[src/hw/rtl/uer_pkg.sv]
// Package for the ultrasonic echo ranger: request/response payloads, phase
// encoding, register indexes and distance scaling constants.
// No dependencies.
`timescale 1ns / 1ps

package uer_pkg;

   // Request payload: one tick
   typedef struct packed {
      logic [31:0] now_ms;
      logic [9:0]  echo_sample;
   } req_type;

   // Response payload: one result per tick
   typedef struct packed {
      logic        trigger_level;
      logic        reading_valid;
      logic [15:0] distance;
   } rsp_type;

   // Middle pipeline stage: control outcome of a tick, before scaling
   typedef struct packed {
      logic        trigger_level;
      logic        reading_valid;
      logic        saturate;
      logic [13:0] elapsed;
   } mid_type;

   // Ranging cycle phases, one-hot
   typedef enum logic [4:0] {
      PH_IDLE      = 5'b00001,
      PH_TRIGGER   = 5'b00010,
      PH_WAIT_RISE = 5'b00100,
      PH_WAIT_FALL = 5'b01000,
      PH_SETTLE    = 5'b10000
   } phase_type;

   // Register indexes
   typedef enum logic [1:0] {
      CSR_ECHO_THRESHOLD = 2'd0,
      CSR_TRIGGER_TIME   = 2'd1,
      CSR_SETTLE_TIME    = 2'd2
   } csr_index_type;

   // Register reset values
   localparam logic [9:0]  ECHO_THRESHOLD_RST = 10'd0;
   localparam logic [15:0] TRIGGER_TIME_RST   = 16'd11;
   localparam logic [15:0] SETTLE_TIME_RST    = 16'd21;

   // distance = floor(elapsed * 1000 / 148) = floor(elapsed * 250 / 37).
   // Any elapsed of 9700 ms or more gives a value above 65535.
   localparam logic [31:0] SAT_ELAPSED = 32'd9700;
   // 250 * ceil(2^27 / 37); exact for every elapsed below SAT_ELAPSED
   localparam logic [29:0] DIST_RECIP  = 30'd906876750;
   localparam int          DIST_SHIFT  = 27;
   localparam logic [15:0] DIST_MAX    = 16'hFFFF;

endpackage

[src/hw/rtl/uer_dist_scale.sv]
// Distance scaler: turns a registered echo duration into the response payload.
// Depends on uer_pkg.
`timescale 1ns / 1ps

module uer_dist_scale
   import uer_pkg::*;
(
   input  mid_type mid_data,
   output rsp_type rsp_out
);

   logic [43:0] product;
   logic [15:0] quotient;

   // Divide by 37 through a reciprocal multiply, then saturate
   assign product  = {30'd0, mid_data.elapsed} * {14'd0, DIST_RECIP};
   assign quotient = product[DIST_SHIFT +: 16];

   always_comb begin
      rsp_out.trigger_level = mid_data.trigger_level;
      rsp_out.reading_valid = mid_data.reading_valid;
      if (!mid_data.reading_valid) begin
         rsp_out.distance = 16'd0;
      end else if (mid_data.saturate) begin
         rsp_out.distance = DIST_MAX;
      end else begin
         rsp_out.distance = quotient;
      end
   end

endmodule

[src/hw/rtl/ultrasonic_echo_ranger_top.sv]
// Ultrasonic echo ranger: per-tick phase sequencer, registers and pipeline.
// Depends on uer_pkg and uer_dist_scale.
`timescale 1ns / 1ps

// The block takes one tick request per cycle unless the pipeline is stalled
// and returns exactly one response per tick. The tick passes three registers:
// the input register, the phase/elapsed register and the response register,
// which drives the response valid and data. The
// phase sequencer and its mark time update in the cycle a tick leaves the
// input register, so consecutive ticks see each other's effect without
// bubbles; the distance multiply sits in its own stage after that. Stalls on
// the response side back up one stage at a time, so a request can still be
// taken while a finished response waits. Write registers only when no tick
// is in flight.
module ultrasonic_echo_ranger_top
   import uer_pkg::*;
(
   input  logic        clock,
   input  logic        reset,
   input  logic        req_valid,
   output logic        req_ready,
   input  req_type     req_data,
   output logic        rsp_valid,
   input  logic        rsp_ready,
   output rsp_type     rsp_data,
   input  logic        csr_we,
   input  logic [1:0]  csr_index,
   input  logic [15:0] csr_wdata
);

   // Configuration registers
   logic [9:0]  threshold_ff;
   logic [15:0] trig_time_ff;
   logic [15:0] settle_time_ff;

   // Pipeline registers
   logic      s1_valid_ff, s1_valid_in;
   req_type   s1_data_ff;
   logic      mid_valid_ff, mid_valid_in;
   mid_type   mid_data_ff, mid_data_in;
   logic      out_valid_ff, out_valid_in;
   rsp_type   out_data_ff;
   rsp_type   scaled;

   // Sequencer state
   phase_type   phase_ff, phase_in;
   logic [31:0] mark_ff, mark_in;
   logic        trig_ff, trig_in;

   logic        out_en, mid_en, s1_en, step;
   logic [31:0] elapsed;
   logic        echo_high;
   logic        reading;

   // Write configuration registers; drop writes beyond the list
   always_ff @(posedge clock) begin
      if (reset) begin
         threshold_ff   <= ECHO_THRESHOLD_RST;
         trig_time_ff   <= TRIGGER_TIME_RST;
         settle_time_ff <= SETTLE_TIME_RST;
      end else if (csr_we) begin
         case (csr_index)
            CSR_ECHO_THRESHOLD: threshold_ff   <= csr_wdata[9:0];
            CSR_TRIGGER_TIME:   trig_time_ff   <= csr_wdata;
            CSR_SETTLE_TIME:    settle_time_ff <= csr_wdata;
            default: ;
         endcase
      end
   end

   // Stage enables: each stage advances when empty or when the next one moves
   assign out_en    = !out_valid_ff || rsp_ready;
   assign mid_en    = !mid_valid_ff || out_en;
   assign s1_en     = !s1_valid_ff || mid_en;
   assign req_ready = s1_en;
   assign step      = s1_valid_ff && mid_en;

   assign s1_valid_in  = s1_en ? req_valid : s1_valid_ff;
   assign mid_valid_in = mid_en ? s1_valid_ff : mid_valid_ff;
   assign out_valid_in = out_en ? mid_valid_ff : out_valid_ff;

   // Tick decode against current sequencer state
   assign elapsed   = s1_data_ff.now_ms - mark_ff;
   assign echo_high = s1_data_ff.echo_sample > threshold_ff;

   // Advance the ranging cycle by one tick
   always_comb begin
      phase_in = phase_ff;
      mark_in  = mark_ff;
      trig_in  = trig_ff;
      reading  = 1'b0;
      case (phase_ff)
         PH_IDLE: begin
            mark_in  = s1_data_ff.now_ms;
            phase_in = PH_TRIGGER;
         end
         PH_TRIGGER: begin
            trig_in = 1'b1;
            if (elapsed >= {16'd0, trig_time_ff}) begin
               phase_in = PH_WAIT_RISE;
            end
         end
         PH_WAIT_RISE: begin
            trig_in = 1'b0;
            if (echo_high) begin
               mark_in  = s1_data_ff.now_ms;
               phase_in = PH_WAIT_FALL;
            end
         end
         PH_WAIT_FALL: begin
            if (!echo_high) begin
               reading  = 1'b1;
               mark_in  = s1_data_ff.now_ms;
               phase_in = PH_SETTLE;
            end
         end
         PH_SETTLE: begin
            if (elapsed >= {16'd0, settle_time_ff}) begin
               phase_in = PH_IDLE;
            end
         end
         default: begin
            phase_in = PH_IDLE;
         end
      endcase
   end

   // Hand the tick outcome to the scaling stage
   always_comb begin
      mid_data_in.trigger_level = trig_in;
      mid_data_in.reading_valid = reading;
      mid_data_in.saturate      = elapsed >= SAT_ELAPSED;
      mid_data_in.elapsed       = elapsed[13:0];
   end

   // Control state
   always_ff @(posedge clock) begin
      if (reset) begin
         s1_valid_ff  <= 1'b0;
         mid_valid_ff <= 1'b0;
         out_valid_ff <= 1'b0;
         phase_ff     <= PH_IDLE;
         mark_ff      <= 32'd0;
         trig_ff      <= 1'b0;
      end else begin
         s1_valid_ff  <= s1_valid_in;
         mid_valid_ff <= mid_valid_in;
         out_valid_ff <= out_valid_in;
         if (step) begin
            phase_ff <= phase_in;
            mark_ff  <= mark_in;
            trig_ff  <= trig_in;
         end
      end
   end

   // Payload registers
   always_ff @(posedge clock) begin
      if (s1_en && req_valid) begin
         s1_data_ff <= req_data;
      end
      if (step) begin
         mid_data_ff <= mid_data_in;
      end
      if (out_en && mid_valid_ff) begin
         out_data_ff <= scaled;
      end
   end

   uer_dist_scale u_dist_scale (
      .mid_data (mid_data_ff),
      .rsp_out  (scaled)
   );

   assign rsp_valid = out_valid_ff;
   assign rsp_data  = out_data_ff;

   // A response without a reading carries no distance
   a_no_stray_distance: assert property (@(posedge clock) disable iff (reset)
      (rsp_valid && !rsp_data.reading_valid) |-> (rsp_data.distance == 16'd0))
      else $error("distance set without a reading");

   // Trigger is only driven while triggering or just after
   a_trigger_phase: assert property (@(posedge clock) disable iff (reset)
      trig_ff |-> (phase_ff == PH_TRIGGER || phase_ff == PH_WAIT_RISE))
      else $error("trigger high outside trigger phase");

   // A completed reading moves to settle and marks the fall time
   a_reading_to_settle: assert property (@(posedge clock) disable iff (reset)
      (step && reading) |=> (phase_ff == PH_SETTLE &&
                             mark_ff == $past(s1_data_ff.now_ms)))
      else $error("reading did not enter settle");

   // Backpressure only when the input register is occupied
   a_ready_when_empty: assert property (@(posedge clock) disable iff (reset)
      !req_ready |-> s1_valid_ff)
      else $error("request refused with empty input stage");

   // Sequencer state holds while no tick advances
   a_state_hold: assert property (@(posedge clock) disable iff (reset)
      !step |=> ($stable(phase_ff) && $stable(mark_ff) && $stable(trig_ff)))
      else $error("sequencer state moved without a tick");

endmodule
[config.mk]
export PLATFORM = sky130hd
export DESIGN_NAME = ultrasonic_echo_ranger_top
export DESIGN_NICKNAME = d
export VERILOG_FILES = /design/src/hw/rtl/uer_pkg.sv /design/src/hw/rtl/uer_dist_scale.sv /design/src/hw/rtl/ultrasonic_echo_ranger_top.sv
export SDC_FILE = /design/constraint.sdc
export NUM_CORES = 1
export LEC_CHECK = 0
export BUFFER_PORTS_ARGS = -buffer_cell sky130_fd_sc_hd__buf_2
export CORE_MARGIN = 2
export CORE_UTILIZATION = 30
export CTS_CLUSTER_DIAMETER = 50
export DETAILED_ROUTE_END_ITERATION = 7
export GPL_ROUTABILITY_DRIVEN = 0
export HOLD_SLACK_MARGIN = 0.12
export PLACE_DENSITY = 0.57
export SETUP_SLACK_MARGIN = 0.5
export SLEW_MARGIN = 20
export SYNTH_ARGS = -nofsm -noshare
export SYNTH_HDL_FRONTEND = slang
export SYNTH_SLANG_ARGS = --single-unit
[constraint.sdc]
create_clock -name clock -period 6 [get_ports clock]
set_input_delay 1.2 -clock clock [delete_from_list [all_inputs] [get_ports clock]]
set_output_delay 1.2 -clock clock [all_outputs]
set_load 0.01 [all_outputs]
==> metrics.md <==
| Metric | Value |
|---|---|
| Run status | `complete, but fails checks` |
| Failing checks | `setup timing` |
| Total track usage | `between 10 and 15%` |
| Core box area | `49200 um2` |
| Area contributors post-synth | `fa_1, ha_1, edfxtp_1` |
| CP startpoint kind | `flop` |
| Pin count of the biggest net entering global routing | `51` |
| Final hold vios | `0` |
| DP HPWL | `30.8 mm` |
| Total number of vias | `between 10000 and 15000` |
| DRC violations left | `0` |
| Max_cap viols | `0` |
| Ys flop type | `dfxtp_1` |
| Post-Syn Instances | `~1600` |
| CP Class | `reg -> reg` |
| Nets | `roughly 2200` |
| Synth top area share | `a little under a fifth` |
| Width of the chip | `approximately 230 um` |
| Final Critical Period | `~6.1 ns` |
| Post-route setup slack | `-0.0695 ns` |
| Critical path required time | `6.21 ns` |
| Layout cells sized above 1 | `between 10% and 20%` |
| Crit-path cells | `fa_2 > inv_2 > fa_2 > fa_2 > inv_2 > fa_2 > inv_2 > fa_1 > fa_1 > inv_2 > ha_4 > a21oi_2 > o21ai_1 > a211o_1 > a221oi_2 > a21oi_2 > a41oi_4 > nor2b_4 > o21bai_1 > xor2_1 > o21a_1` |
| CP max FO | `6` |
| Post-synth top area cell | `fa_1` |
| Fmax | `165 MHz` |
| Reg2Reg Setup Slack | `-0.07 ns` |
| Sequential area share after synthesis | `26.5%` |
| RR Endpoint | `rsp_data[8]$_SDFFCE_PN0P_` |
| Worst Hold Depth | `0` |
| Critical Path Slowest Stage Cell | `fa_2` |
| Die area | `51800 um2` |
| Root Driver | `clkbuf_16` |
| # IOs | `85` |
| DRT antenna net count | `0` |
| Worst reg2reg path depth | `21` |
| Global-route wire length before repair | `roughly 59 mm` |
| Worst skew pair latency | `around 0.45 ns` |
| WL/cell | `roughly 16 um` |
| Clock skew | `0.0186 ns` |
| Final core occ | `36.0%` |
| CP max stage delay | `0.58 ns` |
| #FFs+latches synth | `160` |
| Total gr overflow | `0` |
| Worst Tran Pin Value | `0.982 ns` |
| Synth top cells by count | `inv_1, ha_1, fa_1` |
| Hold path endpoint | `rsp_data[17]$_DFFE_PP_` |
| CTS buffer count | `17` |
| RSZ-0062 raised after global routing | `yes` |
| P&R area growth vs syn | `17.8%` |
| Final setup viols | `3` |
| CP delay by family, top | `adder cells` |
| Count leader, synth | `inv_1` |
| Avg Vias per Cell | `about 4.7` |
| Post-synth EDFFs | `77` |
| First-pass DRT Iterations | `6` |
| Final period utilization | `101%` |
| Synthesized area | `15000 um2` |
| Syn avg cell area | `9.48 um2` |
| Crit path DAT | `between 6 and 7 ns` |
| Warnings, synthesis | `0` |
| Htree depth | `4` |
| Sink Count | `160` |
| Max transition margin | `34.5%` |
| Die Ht | `228 um` |
| Count of cell types in the netlist | `77` |
| Syn_nets | `2009` |
| Vias in the first global route | `11301` |
| Worst r2r src | `mid_data_ff[13]$_DFFE_PP_` |
| Routed WL | `between 30 and 40 mm` |
| Row count | `81` |
| CTS tree | `yes` |
| Max Buffers Root-to-Sink | `2` |
| CTS Hold Bufs | `0` |
| Worst Path Buf+Inv | `4` |
| Clock-pin slew on the worst setup and hold paths | `about 0.070 ns` |
| Initial core utilization | `30.5%` |
| Max-slew violation count | `0` |
| Initial antenna violation count | `1` |
| Iteration-0 DRC Markers | `623` |
| Hold Startpoint | `mid_data_ff[16]$_DFFE_PP_` |
| IO buf count | `84` |
| Endpoint type of the worst setup path | `flop` |
| Async set or reset register ratio after synthesis | `0%` |
| Hold Path Class | `reg -> reg` |
logic make-up after synthesis:
family	Yosys count	synth area share, %
buf+inv	361	9.18
fa+ha+maj	360	37.0
compound gates	356	15.3
simple gates	303	9.44
flops	160	26.5
xor+xnor	39	2.28
mux	5	0.350
registers in the layout (all words and copies together) (netlist names), 5 cells and up:
| register | count |
|---|---|
| mid_data_ff | 17 |
| threshold_ff | 10 |
| settle_time_ff | 16 |
| s1_data_ff | 42 |
| rsp_data | 18 |
| trig_time_ff | 16 |
| phase_ff | 5 |
| mark_ff | 32 |
worst register-to-register path, stage by stage, from the launching register on:
cell and delay [ns]:
edfxtp_1 0.49, fa_2 0.58, inv_2 0.06, fa_2 0.47, fa_2 0.54, inv_2 0.04
fa_2 0.53, inv_2 0.04, fa_1 0.45, fa_1 0.50, inv_2 0.05, ha_4 0.21
a21oi_2 0.13, o21ai_1 0.07, a211o_1 0.29, a221oi_2 0.34, a21oi_2 0.14, a41oi_4 0.25
nor2b_4 0.25, o21bai_1 0.09, xor2_1 0.14, o21a_1 0.17
final cells by class:
cell class                      instances  area, um2
Fill cell                            4950      31500
Antenna cell                            1       2.50
Clock inverter                         14        165
Clock buffer                           18        429
Sequential cell                       160       3970
Multi-Input combinational cell       1063      10000
Tap cell                              664        831
Inverter                              318       1190
Timing Repair Buffer                  166       1040
how the worst max path moves through the flow:
| stage | startpoint | endpoint | slack [ns] | cells after the start |
|---|---|---|---|---|
| 6_report | mid_data_ff[13]$_DFFE_PP_ | rsp_data[8]$_SDFFCE_PN0P_ | -0.07 | 21 |
| 2_1_floorplan | mid_data_ff[11]$_DFFE_PP_ | rsp_data[11]$_SDFFCE_PN0P_ | 0.21 | 20 |
| 5_1_grt | mid_data_ff[3]$_DFFE_PP_ | rsp_data[11]$_SDFFCE_PN0P_ | -0.20 | 18 |
| 3_5_place_dp | mid_data_ff[7]$_DFFE_PP_ | rsp_data[12]$_SDFFCE_PN0P_ | -0.19 | 21 |
| 3_3_place_gp | mid_data_ff[13]$_DFFE_PP_ | rsp_data[12]$_SDFFCE_PN0P_ | -0.10 | 21 |
| 4_1_cts | mid_data_ff[11]$_DFFE_PP_ | rsp_data[8]$_SDFFCE_PN0P_ | -0.07 | 21 |
layer usage:
metal | global-route usage (%) | up-vias | part of all wire [%]
met5 | 0 | - | 0
met4 | 4.79 | 0 | 2.4
met3 | 1.63 | 40 | 2.5
met2 | 26.1 | 181 | 50
met1 | 18.8 | 5480 | 45
li1 | - | 5590 | -
placed cells by master (no fill, tap or decap), types with 5 or more instances in the layout:
cell and n:
nand2_1 131, inv_2 12, nor3_1 16, nand2b_1 6, buf_4 81, a21oi_1 128
a21boi_1 10, o211ai_1 14, xor2_1 20, and2_1 7, fa_2 11, inv_1 306
and3_1 9, dfxtp_1 83, a211o_1 9, nand4_1 17, a211oi_1 6, nor2_1 58
o21ai_1 5, nand3_1 15, fa_1 128, edfxtp_1 77, clkbuf_16 17, o21bai_1 5
ha_4 13, o21a_1 10, nand3b_1 7, ha_1 206, xnor2_2 5, xnor2_1 14
nor2b_1 10, a21o_1 41, o21ai_0 65, buf_2 84
repair_timing:
action | in CTS | in global routing
setup buffers | 3 | 10
gates resized for setup | 10 | 58
pin swaps | 7 | 48
setup endpoints to repair | 16 | 16
through the flow:
step | instance area, um2 | TNS (ns) | std cells | hold slack (ns) | setup slack (ns)
floorplan | 15100 | 0 | 1584 | 0.400 | 0.212
global placement | 16700 | -0.296 | 2358 | 0.421 | -0.102
detailed placement | 16700 | -1.04 | 2358 | 0.423 | -0.194
CTS | 17400 | -0.312 | 2393 | 0.439 | -0.0680
global route | 17700 | -1.11 | 2404 | 0.449 | -0.199
finish | 17700 | -0.126 | 2404 | 0.437 | -0.0695
Power is not shown: default switching activity piles up to over one toggle a cycle in this logic, so the estimate is an artifact.
